$ cat src/rtl/ars_pkg.sv
`default_nettype none

package ars_pkg;

	// Field widths fixed by the slot and result formats
	localparam int SAT_W      = 5;
	localparam int CHAN_W     = 4;
	localparam int WIN_W      = 15;
	localparam int PER_W      = 6;
	localparam int OPC_W      = 2;
	localparam int MODE_W     = 2;
	localparam int DOP_W      = 32;
	localparam int CENTRE_W   = 16;
	localparam int BOUND_W    = 17;
	localparam int CFG_IDX_W  = 3;
	localparam int CFG_DATA_W = 15;

	// Request types
	localparam logic REQ_UPDATE = 1'b0;
	localparam logic REQ_SLOT   = 1'b1;

	// Operation codes for strong and weak acquisitions
	localparam logic [OPC_W-1:0] OP_OFF      = 2'd0;
	localparam logic [OPC_W-1:0] OP_NOT_COLD = 2'd1;
	localparam logic [OPC_W-1:0] OP_ALWAYS   = 2'd2;

	// Receiver start modes
	localparam logic [MODE_W-1:0] MODE_COLD   = 2'd0;
	localparam logic [MODE_W-1:0] MODE_WARM   = 2'd1;
	localparam logic [MODE_W-1:0] MODE_HOT    = 2'd2;
	localparam logic [MODE_W-1:0] MODE_UNUSED = 2'd3;

	// Register map
	typedef enum logic [CFG_IDX_W-1:0] {
		REG_STRONG_WIN = 3'd0,
		REG_WEAK_WIN   = 3'd1,
		REG_WARM_WIN   = 3'd2,
		REG_DOP_LIMIT  = 3'd3,
		REG_WEAK_PER   = 3'd4,
		REG_STRONG_OP  = 3'd5,
		REG_WEAK_OP    = 3'd6
	} ars_reg_t;

	// Register reset values
	localparam logic [WIN_W-1:0] RST_STRONG_WIN = 15'd10000;
	localparam logic [WIN_W-1:0] RST_WEAK_WIN   = 15'd10000;
	localparam logic [WIN_W-1:0] RST_WARM_WIN   = 15'd1000;
	localparam logic [WIN_W-1:0] RST_DOP_LIMIT  = 15'd20000;
	localparam logic [PER_W-1:0] RST_WEAK_PER   = 6'd4;
	localparam logic [OPC_W-1:0] RST_STRONG_OP  = OP_ALWAYS;
	localparam logic [OPC_W-1:0] RST_WEAK_OP    = OP_ALWAYS;

	// Channel table entry
	typedef struct packed {
		logic             empty;
		logic [SAT_W-1:0] sat;
	} chan_entry_t;

	// Sequencer states
	typedef enum logic [1:0] {
		ST_IDLE,
		ST_SCAN,
		ST_FINISH
	} ars_state_t;

endpackage

`default_nettype wire

$ cat src/rtl/ars_rem.sv
`default_nettype none

// Restoring remainder unit, one dividend bit per cycle; flags a zero remainder.
module ars_rem import ars_pkg::*; #(
	parameter int NUM_W = 5
) (
	input  wire logic             clk,
	input  wire logic             arst_n,
	input  wire logic             start,
	input  wire logic [NUM_W-1:0] numer,
	input  wire logic [PER_W-1:0] denom,
	output logic                  busy,
	output logic                  rem_zero
);

	localparam int CNT_W = $clog2(NUM_W + 1);

	logic [CNT_W-1:0] cnt_q;
	logic             busy_q;
	logic [NUM_W-1:0] num_q;
	logic [PER_W-1:0] den_q;
	logic [PER_W-1:0] rem_q;
	logic [PER_W:0]   trial;
	logic [PER_W:0]   rem_nx;

	// One shift-subtract step
	always_comb begin
		trial = {rem_q, num_q[NUM_W-1]};
		if (trial >= {1'b0, den_q}) begin
			rem_nx = trial - {1'b0, den_q};
		end else begin
			rem_nx = trial;
		end
	end

	// Step counter
	always_ff @(posedge clk or negedge arst_n) begin
		if (!arst_n) begin
			busy_q <= 1'b0;
			cnt_q  <= '0;
		end else if (start) begin
			busy_q <= 1'b1;
			cnt_q  <= CNT_W'(NUM_W);
		end else if (busy_q) begin
			cnt_q <= cnt_q - 1'b1;
			if (cnt_q == CNT_W'(1)) begin
				busy_q <= 1'b0;
			end
		end
	end

	// Datapath
	always_ff @(posedge clk) begin
		if (start) begin
			num_q <= numer;
			den_q <= denom;
			rem_q <= '0;
		end else if (busy_q) begin
			num_q <= num_q << 1;
			rem_q <= rem_nx[PER_W-1:0];
		end
	end

	assign busy     = busy_q;
	assign rem_zero = (rem_q == '0);

endmodule

`default_nettype wire

$ cat src/rtl/acquisition_request_scheduler.sv
`default_nettype none

// Acquisition request scheduler. A word with req_type 0 writes one entry of the
// channel table (ignored when chan_index >= NUM_CHANNELS) and gives no result.
// A word with req_type 1 is a slot: the table, kept in a one-port
// synchronous RAM with per-entry valid bits (all channels read empty after
// reset, no clearing pass), is read one channel per cycle while the
// weak-period remainder runs bit-serially alongside the scan, and no new word
// is taken until both have finished and the result is loaded. The result
// sits in an output register; a new word is taken while it waits, and a slot
// that finishes while it still waits holds until the old result is read.
module acquisition_request_scheduler import ars_pkg::*; #(
	parameter int NUM_SATS     = 32,
	parameter int NUM_CHANNELS = 12
) (
	input  wire logic                         clk,
	input  wire logic                         arst_n,
	// configuration
	input  wire logic                         cfg_valid,
	output logic                              cfg_ready,
	input  wire logic [CFG_IDX_W-1:0]         cfg_index,
	input  wire logic [CFG_DATA_W-1:0]        cfg_data,
	// input words
	input  wire logic                         in_valid,
	output logic                              in_ready,
	input  wire logic                         req_type,
	input  wire logic [CHAN_W-1:0]            chan_index,
	input  wire logic                         chan_empty,
	input  wire logic [SAT_W-1:0]             chan_sat,
	input  wire logic [MODE_W-1:0]            start_mode,
	input  wire logic                         almanac_valid,
	input  wire logic                         almanac_healthy,
	input  wire logic                         predicted_visible,
	input  wire logic signed [DOP_W-1:0]      predicted_doppler,
	input  wire logic signed [DOP_W-1:0]      predicted_rate,
	// result words
	output logic                              out_valid,
	input  wire logic                         out_ready,
	output logic                              issue,
	output logic [SAT_W-1:0]                  sat,
	output logic                              acq_kind,
	output logic [MODE_W-1:0]                 acq_mode,
	output logic [CHAN_W-1:0]                 free_channel,
	output logic                              already_tracked,
	output logic signed [CENTRE_W-1:0]        centre_hz,
	output logic signed [BOUND_W-1:0]         low_hz,
	output logic signed [BOUND_W-1:0]         high_hz,
	output logic signed [DOP_W-1:0]           rate_term,
	output logic                              half_select,
	output logic [SAT_W-1:0]                  next_sat
);

	localparam int IDX_W  = $clog2(NUM_SATS);
	localparam int CH_A_W = (NUM_CHANNELS > 1) ? $clog2(NUM_CHANNELS) : 1;
	localparam int CNT_W  = $clog2(NUM_CHANNELS + 1);

	// Helpers
	function automatic logic [IDX_W-1:0] next_idx(input logic [IDX_W-1:0] i);
		logic [IDX_W:0] p;
		begin
			p = {1'b0, i} + 1'b1;
			return (p >= (IDX_W+1)'(NUM_SATS)) ? '0 : p[IDX_W-1:0];
		end
	endfunction

	function automatic logic [SAT_W-1:0] idx_to_sat(input logic [IDX_W-1:0] i);
		logic [IDX_W+SAT_W-1:0] w;
		begin
			w = {{SAT_W{1'b0}}, i};
			return w[SAT_W-1:0];
		end
	endfunction

	function automatic logic sat_match(input logic [SAT_W-1:0] s, input logic [IDX_W-1:0] i);
		return {{IDX_W{1'b0}}, s} == {{SAT_W{1'b0}}, i};
	endfunction

	function automatic logic [CHAN_W-1:0] ch_to_out(input logic [CH_A_W-1:0] c);
		logic [CH_A_W+CHAN_W-1:0] w;
		begin
			w = {{CHAN_W{1'b0}}, c};
			return w[CHAN_W-1:0];
		end
	endfunction

	// Configuration registers
	logic [WIN_W-1:0] strong_win_q, weak_win_q, warm_win_q, dop_limit_q;
	logic [PER_W-1:0] weak_per_q;
	logic [OPC_W-1:0] strong_op_q, weak_op_q;

	assign cfg_ready = 1'b1;

	always_ff @(posedge clk or negedge arst_n) begin
		if (!arst_n) begin
			strong_win_q <= RST_STRONG_WIN;
			weak_win_q   <= RST_WEAK_WIN;
			warm_win_q   <= RST_WARM_WIN;
			dop_limit_q  <= RST_DOP_LIMIT;
			weak_per_q   <= RST_WEAK_PER;
			strong_op_q  <= RST_STRONG_OP;
			weak_op_q    <= RST_WEAK_OP;
		end else if (cfg_valid) begin
			case (cfg_index)
				REG_STRONG_WIN: strong_win_q <= cfg_data[WIN_W-1:0];
				REG_WEAK_WIN:   weak_win_q   <= cfg_data[WIN_W-1:0];
				REG_WARM_WIN:   warm_win_q   <= cfg_data[WIN_W-1:0];
				REG_DOP_LIMIT:  dop_limit_q  <= cfg_data[WIN_W-1:0];
				REG_WEAK_PER:   weak_per_q   <= cfg_data[PER_W-1:0];
				REG_STRONG_OP:  strong_op_q  <= cfg_data[OPC_W-1:0];
				REG_WEAK_OP:    weak_op_q    <= cfg_data[OPC_W-1:0];
				default: ;
			endcase
		end
	end

	// Sequencer
	ars_state_t       state_q, state_nx;
	logic [CNT_W-1:0] ad_q;
	logic             rd_en, rd_en_s1;
	logic             slot_acc, load, wr_en;
	logic             rem_busy, rem_zero;
	logic             out_valid_q;

	always_comb begin
		state_nx = state_q;
		in_ready = 1'b0;
		slot_acc = 1'b0;
		rd_en    = 1'b0;
		load     = 1'b0;
		case (state_q)
			ST_IDLE: begin
				in_ready = 1'b1;
				if (in_valid && req_type == REQ_SLOT) begin
					slot_acc = 1'b1;
					state_nx = ST_SCAN;
				end
			end
			ST_SCAN: begin
				rd_en = (ad_q < CNT_W'(NUM_CHANNELS));
				if (!rd_en && !rd_en_s1 && !rem_busy) begin
					state_nx = ST_FINISH;
				end
			end
			ST_FINISH: begin
				if (!out_valid_q || out_ready) begin
					load     = 1'b1;
					state_nx = ST_IDLE;
				end
			end
			default: state_nx = ST_IDLE;
		endcase
	end

	always_ff @(posedge clk or negedge arst_n) begin
		if (!arst_n) begin
			state_q <= ST_IDLE;
		end else begin
			state_q <= state_nx;
		end
	end

	// Rotation state
	logic [IDX_W-1:0] sidx_q, widx_q, cur_idx, sidx_nx, widx_nx, widx_new, sidx_new;
	logic             phase_q, eo_q, phase_new;
	logic [PER_W-1:0] period;

	assign cur_idx = phase_q ? widx_q : sidx_q;
	assign sidx_nx = next_idx(sidx_q);
	assign widx_nx = eo_q ? next_idx(widx_q) : widx_q;
	assign period  = (weak_per_q == '0) ? PER_W'(1) : weak_per_q;

	// Weak-period remainder of the advanced weak index
	ars_rem #(
		.NUM_W (IDX_W)
	) u_rem (
		.clk      (clk),
		.arst_n   (arst_n),
		.start    (slot_acc),
		.numer    (widx_nx),
		.denom    (period),
		.busy     (rem_busy),
		.rem_zero (rem_zero)
	);

	always_comb begin
		sidx_new  = sidx_q;
		widx_new  = widx_q;
		phase_new = phase_q;
		if (!phase_q) begin
			sidx_new  = sidx_nx;
			phase_new = (sidx_nx == '0);
		end else begin
			widx_new  = widx_nx;
			phase_new = !rem_zero;
		end
	end

	always_ff @(posedge clk or negedge arst_n) begin
		if (!arst_n) begin
			sidx_q  <= '0;
			widx_q  <= '0;
			phase_q <= 1'b0;
			eo_q    <= 1'b0;
		end else if (load) begin
			sidx_q  <= sidx_new;
			widx_q  <= widx_new;
			phase_q <= phase_new;
			if (phase_q) begin
				eo_q <= !eo_q;
			end
		end
	end

	// Channel table RAM
	chan_entry_t             mem [NUM_CHANNELS];
	chan_entry_t             rd_s1;
	logic [NUM_CHANNELS-1:0] vld_q;
	logic                    vld_s1;
	logic [CH_A_W-1:0]       rd_addr, wr_addr, idx_s1;

	assign wr_addr = chan_index[CH_A_W-1:0];
	assign rd_addr = ad_q[CH_A_W-1:0];
	assign wr_en   = in_valid && in_ready && req_type == REQ_UPDATE &&
	                 ({1'b0, chan_index} < (CHAN_W+1)'(NUM_CHANNELS));

	always_ff @(posedge clk) begin
		if (wr_en) begin
			mem[wr_addr] <= '{empty: chan_empty, sat: chan_sat};
		end
		if (rd_en) begin
			rd_s1  <= mem[rd_addr];
			vld_s1 <= vld_q[rd_addr];
			idx_s1 <= rd_addr;
		end
	end

	always_ff @(posedge clk or negedge arst_n) begin
		if (!arst_n) begin
			vld_q <= '0;
		end else if (wr_en) begin
			vld_q[wr_addr] <= 1'b1;
		end
	end

	// Scan: highest empty channel and tracked check
	logic              tracked_q, have_free_q;
	logic [CH_A_W-1:0] free_q;
	logic              ent_empty;
	logic [SAT_W-1:0]  ent_sat;

	assign ent_empty = !vld_s1 || rd_s1.empty;
	assign ent_sat   = vld_s1 ? rd_s1.sat : '0;

	always_ff @(posedge clk or negedge arst_n) begin
		if (!arst_n) begin
			ad_q        <= '0;
			rd_en_s1    <= 1'b0;
			tracked_q   <= 1'b0;
			have_free_q <= 1'b0;
			free_q      <= '0;
		end else begin
			rd_en_s1 <= rd_en;
			if (slot_acc) begin
				ad_q        <= '0;
				tracked_q   <= 1'b0;
				have_free_q <= 1'b0;
				free_q      <= '0;
			end else begin
				if (rd_en) begin
					ad_q <= ad_q + 1'b1;
				end
				if (rd_en_s1) begin
					if (ent_empty) begin
						free_q      <= idx_s1;
						have_free_q <= 1'b1;
					end else if (sat_match(ent_sat, cur_idx)) begin
						tracked_q <= 1'b1;
					end
				end
			end
		end
	end

	// Captured slot fields
	logic [MODE_W-1:0]        mode_q;
	logic                     alm_vld_q, alm_ok_q, vis_q;
	logic signed [DOP_W-1:0]  dop_q, rate_in_q;

	always_ff @(posedge clk) begin
		if (slot_acc) begin
			mode_q    <= (start_mode == MODE_UNUSED) ? MODE_HOT : start_mode;
			alm_vld_q <= almanac_valid;
			alm_ok_q  <= almanac_healthy;
			vis_q     <= predicted_visible;
			dop_q     <= predicted_doppler;
			rate_in_q <= predicted_rate;
		end
	end

	// Centre clamp, registered during the scan
	logic signed [DOP_W-1:0]    lim_pos, lim_neg, centre_c;
	logic                       clamp_c;
	logic signed [CENTRE_W-1:0] centre_q;
	logic signed [DOP_W-1:0]    rate_q;

	always_comb begin
		lim_pos  = signed'({{(DOP_W-WIN_W){1'b0}}, dop_limit_q});
		lim_neg  = -lim_pos;
		clamp_c  = 1'b1;
		if (dop_q < lim_neg) begin
			centre_c = lim_neg;
		end else if (dop_q > lim_pos) begin
			centre_c = lim_pos;
		end else begin
			centre_c = dop_q;
			clamp_c  = 1'b0;
		end
	end

	always_ff @(posedge clk) begin
		if (state_q == ST_SCAN) begin
			centre_q <= centre_c[CENTRE_W-1:0];
			rate_q   <= clamp_c ? '0 : rate_in_q;
		end
	end

	// Decision and window
	logic [OPC_W-1:0]          op;
	logic [WIN_W-1:0]          mwin;
	logic                      use_pred, doacq;
	logic signed [BOUND_W-1:0] centre_ext, warm_ext, mwin_ext;
	logic signed [BOUND_W-1:0] low_c, high_c;
	logic signed [CENTRE_W-1:0] centre_o;
	logic signed [DOP_W-1:0]   rate_o;
	logic [MODE_W-1:0]         tag;

	always_comb begin
		op         = phase_q ? weak_op_q : strong_op_q;
		mwin       = phase_q ? weak_win_q : strong_win_q;
		use_pred   = alm_vld_q && mode_q != MODE_COLD;
		doacq      = !(op == OP_OFF) && !(op == OP_NOT_COLD && mode_q == MODE_COLD);
		centre_ext = {centre_q[CENTRE_W-1], centre_q};
		warm_ext   = signed'({2'b00, warm_win_q});
		mwin_ext   = signed'({2'b00, mwin});
		if (use_pred) begin
			centre_o = centre_q;
			rate_o   = rate_q;
			low_c    = centre_ext - warm_ext;
			high_c   = centre_ext + warm_ext;
			tag      = mode_q;
			doacq    = doacq && alm_ok_q && vis_q;
		end else begin
			centre_o = '0;
			rate_o   = '0;
			low_c    = -mwin_ext;
			high_c   = mwin_ext;
			tag      = MODE_COLD;
		end
	end

	// Output register
	logic                       issue_q, kind_q, tracked_o_q, half_q;
	logic [SAT_W-1:0]           sat_q, next_sat_q;
	logic [MODE_W-1:0]          acq_mode_q;
	logic [CHAN_W-1:0]          free_o_q;
	logic signed [CENTRE_W-1:0] centre_o_q;
	logic signed [BOUND_W-1:0]  low_q, high_q;
	logic signed [DOP_W-1:0]    rate_o_q;

	always_ff @(posedge clk or negedge arst_n) begin
		if (!arst_n) begin
			out_valid_q <= 1'b0;
		end else if (load) begin
			out_valid_q <= 1'b1;
		end else if (out_ready) begin
			out_valid_q <= 1'b0;
		end
	end

	always_ff @(posedge clk) begin
		if (load) begin
			issue_q     <= doacq && !tracked_q && have_free_q;
			sat_q       <= idx_to_sat(cur_idx);
			kind_q      <= phase_q;
			acq_mode_q  <= tag;
			free_o_q    <= ch_to_out(free_q);
			tracked_o_q <= tracked_q;
			centre_o_q  <= centre_o;
			low_q       <= low_c;
			high_q      <= high_c;
			rate_o_q    <= rate_o;
			half_q      <= eo_q;
			next_sat_q  <= idx_to_sat(phase_new ? widx_new : sidx_new);
		end
	end

	assign out_valid       = out_valid_q;
	assign issue           = issue_q;
	assign sat             = sat_q;
	assign acq_kind        = kind_q;
	assign acq_mode        = acq_mode_q;
	assign free_channel    = free_o_q;
	assign already_tracked = tracked_o_q;
	assign centre_hz       = centre_o_q;
	assign low_hz          = low_q;
	assign high_hz         = high_q;
	assign rate_term       = rate_o_q;
	assign half_select     = half_q;
	assign next_sat        = next_sat_q;

	// Checks
	a_no_issue_when_tracked: assert property (@(posedge clk) disable iff (!arst_n)
		out_valid |-> !(issue && already_tracked))
		else $error("request issued for a tracked satellite");

	a_rem_started: assert property (@(posedge clk) disable iff (!arst_n)
		slot_acc |=> rem_busy)
		else $error("remainder unit not started with slot");

	a_load_after_rem: assert property (@(posedge clk) disable iff (!arst_n)
		load |-> !rem_busy)
		else $error("result loaded before remainder finished");

	a_scan_complete: assert property (@(posedge clk) disable iff (!arst_n)
		(state_q == ST_FINISH) |-> (ad_q == CNT_W'(NUM_CHANNELS) && !rd_en_s1))
		else $error("finish reached before channel scan completed");

endmodule

`default_nettype wire

$ cat config.mk
export PLATFORM = sky130hd
export DESIGN_NAME = acquisition_request_scheduler
export DESIGN_NICKNAME = d
export VERILOG_FILES = /design/src/rtl/ars_pkg.sv /design/src/rtl/ars_rem.sv /design/src/rtl/acquisition_request_scheduler.sv
export SDC_FILE = /design/constraint.sdc
export NUM_CORES = 1
export LEC_CHECK = 0
export ABC_AREA = 1
export BUFFER_PORTS_ARGS = -buffer_cell sky130_fd_sc_hd__buf_2
export CAP_MARGIN = 20
export CORE_ASPECT_RATIO = 0.6
export CORE_MARGIN = 5
export CORE_UTILIZATION = 43
export CTS_BUF_LIST = sky130_fd_sc_hd__clkbuf_16
export DETAILED_ROUTE_END_ITERATION = 12
export PLACE_DENSITY = 0.69
export REMOVE_ABC_BUFFERS = 1
export SKIP_CTS_REPAIR_TIMING = 1
export SYNTH_ARGS = -nofsm -noshare
export SYNTH_HDL_FRONTEND = slang
export SYNTH_HIERARCHICAL = 1
export SYNTH_SLANG_ARGS = --single-unit
$ cat constraint.sdc
create_clock -name clk -period 11.9 [get_ports clk]
set_clock_uncertainty 0.1 [all_clocks]
set_input_delay 0.595 -clock clk [delete_from_list [all_inputs] [get_ports clk]]
set_output_delay 0.595 -clock clk [all_outputs]
set_load 0.005 [all_outputs]
==> out/metrics.yaml <==
timing:
  min_period_over_period_pct: 37.4
  period_minus_slack_ns: 4.45
  final.setup.tns_ns: 0
  slew_viol_final: 0
  max_freq_ghz: 0.225
  setup_viol: 0
  whs_ns: 0.0155
  tightest_slew_ns: 0.966
  grt_setup_unrepaired: "no"
  hold_violations: 0
  slew_headroom_pct: 35.4
synthesis:
  syn-cell-area_sq_um: 20900
  ys_seq_area_share_pct: 59.0
  synthFlopType: "edfxtp_1"
  yosysWarningCount: 6
  syn_area_per_cell_sq_um: 9.72
  yosysUniqueCellTypes: 60
  ys_ff_latch: 430
  synthArstFlopShare_pct: 26.0
  synth_edf_count: 312
  syn_inst: 2148
grt:
  gr-total-overflow: 0
  grt_use_total_pct: 19.1
  grt_pass1_wl_mm: 81.1
  antenna_found_initial: 3
  grt_max_degree: 65
  grt_pass1_vias: 14400
floorplan:
  die_w_microns: 294
  start_util_pct: 43.5
  design.die.area_sq_um: 53200
  rows: 62
  ioPinCount: 208
  core-area_sq_um: 47900
  die_height_microns: 181
worst_setup_path:
  start_kind: "flip-flop"
  crit_chain: "inv_1 -> nand3_1 -> nor3_2 -> nand3_1 -> nor2_2 -> nand4_1 -> inv_1 -> ha_1 -> a21oi_1 -> o21a_1 -> nand2_1 -> a21oi_1 -> nand2_1 -> nand2_2 -> nand3_2 -> nor2_1"
  arrival_ns: 4.73
  critical_path_required_ns: 12.18
  reg2reg_depth: 16
  max_stage_delay_ns: 0.62
  path_class: "flip-flop to flip-flop"
  endpoint_kind: "flip-flop"
  cp-startpoint: "dop_limit_q[2]"
  timing.rr.start: "dop_limit_q[2]"
  critPathMaxFanout: 32
  cpMaxStageDelayCell: "nand3_2"
clock_tree:
  ctsLongestPathBuffers: 3
  clockRootBuffer: "clkbuf_16"
  cts_num_sinks: 430
  clkLatencyLatePin_ns: 0.57
  cts_made_buffers: 42
  h-tree-depth: 2
  tritoncts: "built"
  clk_pin_slew_ns: 0.07
layout:
  finalNetCount: 2523
  drive_above_1_share_pct: 14.8
  final_common_cell: "nand2_1"
  layout_common_cells: "nand2_1 (432), edfxtp_1 (312), inv_1 (296), nor2_1 (245), buf_2 (205)"
  area_delta_synth_final_pct: 14.3
place:
  routabilityCongestion: 0.919
  hpwl_mm: 37.8
  port_buffers: 206
run:
  maxCapViolCount: 0
route:
  drt_iter0_drc: 1466
  drcViolationCount: 0
  drt-total-wl_mm: 51.8
  avgViaCountPerCell: 5.11
  wl_per_cell_microns: 17.3
  routed-via-count: 15300
  ant_nets: 0
  dr.pass1.iters: 6
min_path:
  hp-class: "input port to async pin"
power:
  p_leak_nw: 10.7
  vdd_drop_max_uv: 114
  p_per_area_nw_per_um2: 224
run_status:
  status: "finished clean"
## power breakdown
group | total [mW] | internal [mW] | switching (mW)
combinational | 1.79 | 0.576 | 1.22
sequential | 2.19 | 1.97 | 0.213
clock | 1.36 | 0.768 | 0.593
## synthesized netlist by cell type (3+ instances only)
master    number  area share [%]
nand3_2        3            0.14
o21a_1        11            0.40
o22ai_1       13            0.39
nand3b_1       3            0.11
mux2i_1        4            0.19
o21ai_1        4           0.096
inv_1        287             5.2
buf_2          9            0.22
a21oi_1       81             1.9
or2_2         11            0.33
edfxtp_1     312              45
ha_1          91             5.5
nor2_1       247             4.4
dfrtp_1       88              11
nand4_1       37             1.1
xnor2_1        3            0.13
dfxtp_1        6            0.58
dfstp_2       24             3.0
or2_1          9            0.27
nand2_1      433             7.8
fa_1           3            0.29
buf_6          5            0.27
buf_4          4            0.14
nand3_1       94             2.3
nand2_2        6            0.18
nor2_2         3           0.090
clkbuf_1      60             1.1
a31oi_1        8            0.24
o21ai_0      187             4.5
o21ai_2        5            0.21
xor2_1        23            0.97
o221ai_1       4            0.17
nor3_1        22            0.53
o211ai_1       6            0.22
o21bai_1       8            0.29
buf_1          4           0.072
## through the flow
step	cell area (sq um)	power [mW]	std cells	utilization [%]	setup slack [ns]
after floorplan	20500	3.39	2066	-	5.64
after global placement	22400	3.91	2921	46.8	7.68
after detailed placement	22400	3.97	2921	46.8	7.46
after CTS	23800	5.34	2998	49.7	7.42
after global routing	23800	5.70	3002	49.7	6.96
final	23800	5.34	3002	49.7	7.45
## sequential cells by signal, indices dropped and copies added (netlist names), 16 cells and up
name       count
rate_term     32
centre_hz     16
low_hz        17
dop_q         32
rate_in_q     32
centre_q      16
rate_q        32
mem           72
high_hz       16
## cells by family after synthesis
group / count (synthesis) / share of synthesized area (%)
simple gates: 879 / 17.9
buf+inv: 373 / 7.03
other cells: 1 / 0.0180
xor+xnor: 26 / 1.09
flops: 430 / 59.0
fa+ha+maj: 94 / 5.74
mux: 4 / 0.192
compound gates: 341 / 9.03
## worst paths after layout
kind,end,slack (ns)
setup reg to reg,rate_q[6],7.45
setup / recovery,rate_q[6],7.45
hold reg to reg,free_channel[0],0.36
max in group asynchronous,u_rem/cnt_q[1],10.43
min in group clk,rate_in_q[9],0.10
hold / removal,dop_limit_q[3],0.02
## final cells by class
class	instances	area (sq um)
antenna	3	7.51
clock buffer	44	1100
clock inverter	33	307
fill	4334	24100
inverter	291	1100
multi-input combinational	1345	7100
sequential	430	12300
tap	640	801
timing repair buffer	216	1120
## routing by layer
layer | global-route usage (%) | vias to the layer above | part of all wire (%)
met5 | 0 | - | 0
met4 | 3.67 | 0 | 1.4
met3 | 3.57 | 59 | 7.8
met2 | 27.4 | 541 | 42
met1 | 30.2 | 7224 | 48
li1 | - | 7516 | -
## worst max-delay path: cells and delay by family (launching register included)
| family | cells | cell delay [ns] |
|---|---|---|
| flops | 1 | 0.42 |
| simple gates | 10 | 2.54 |
| buf+inv | 2 | 0.40 |
| compound gates | 3 | 0.52 |
| fa+ha+maj | 1 | 0.28 |
Power figures use the tool's default switching activity.
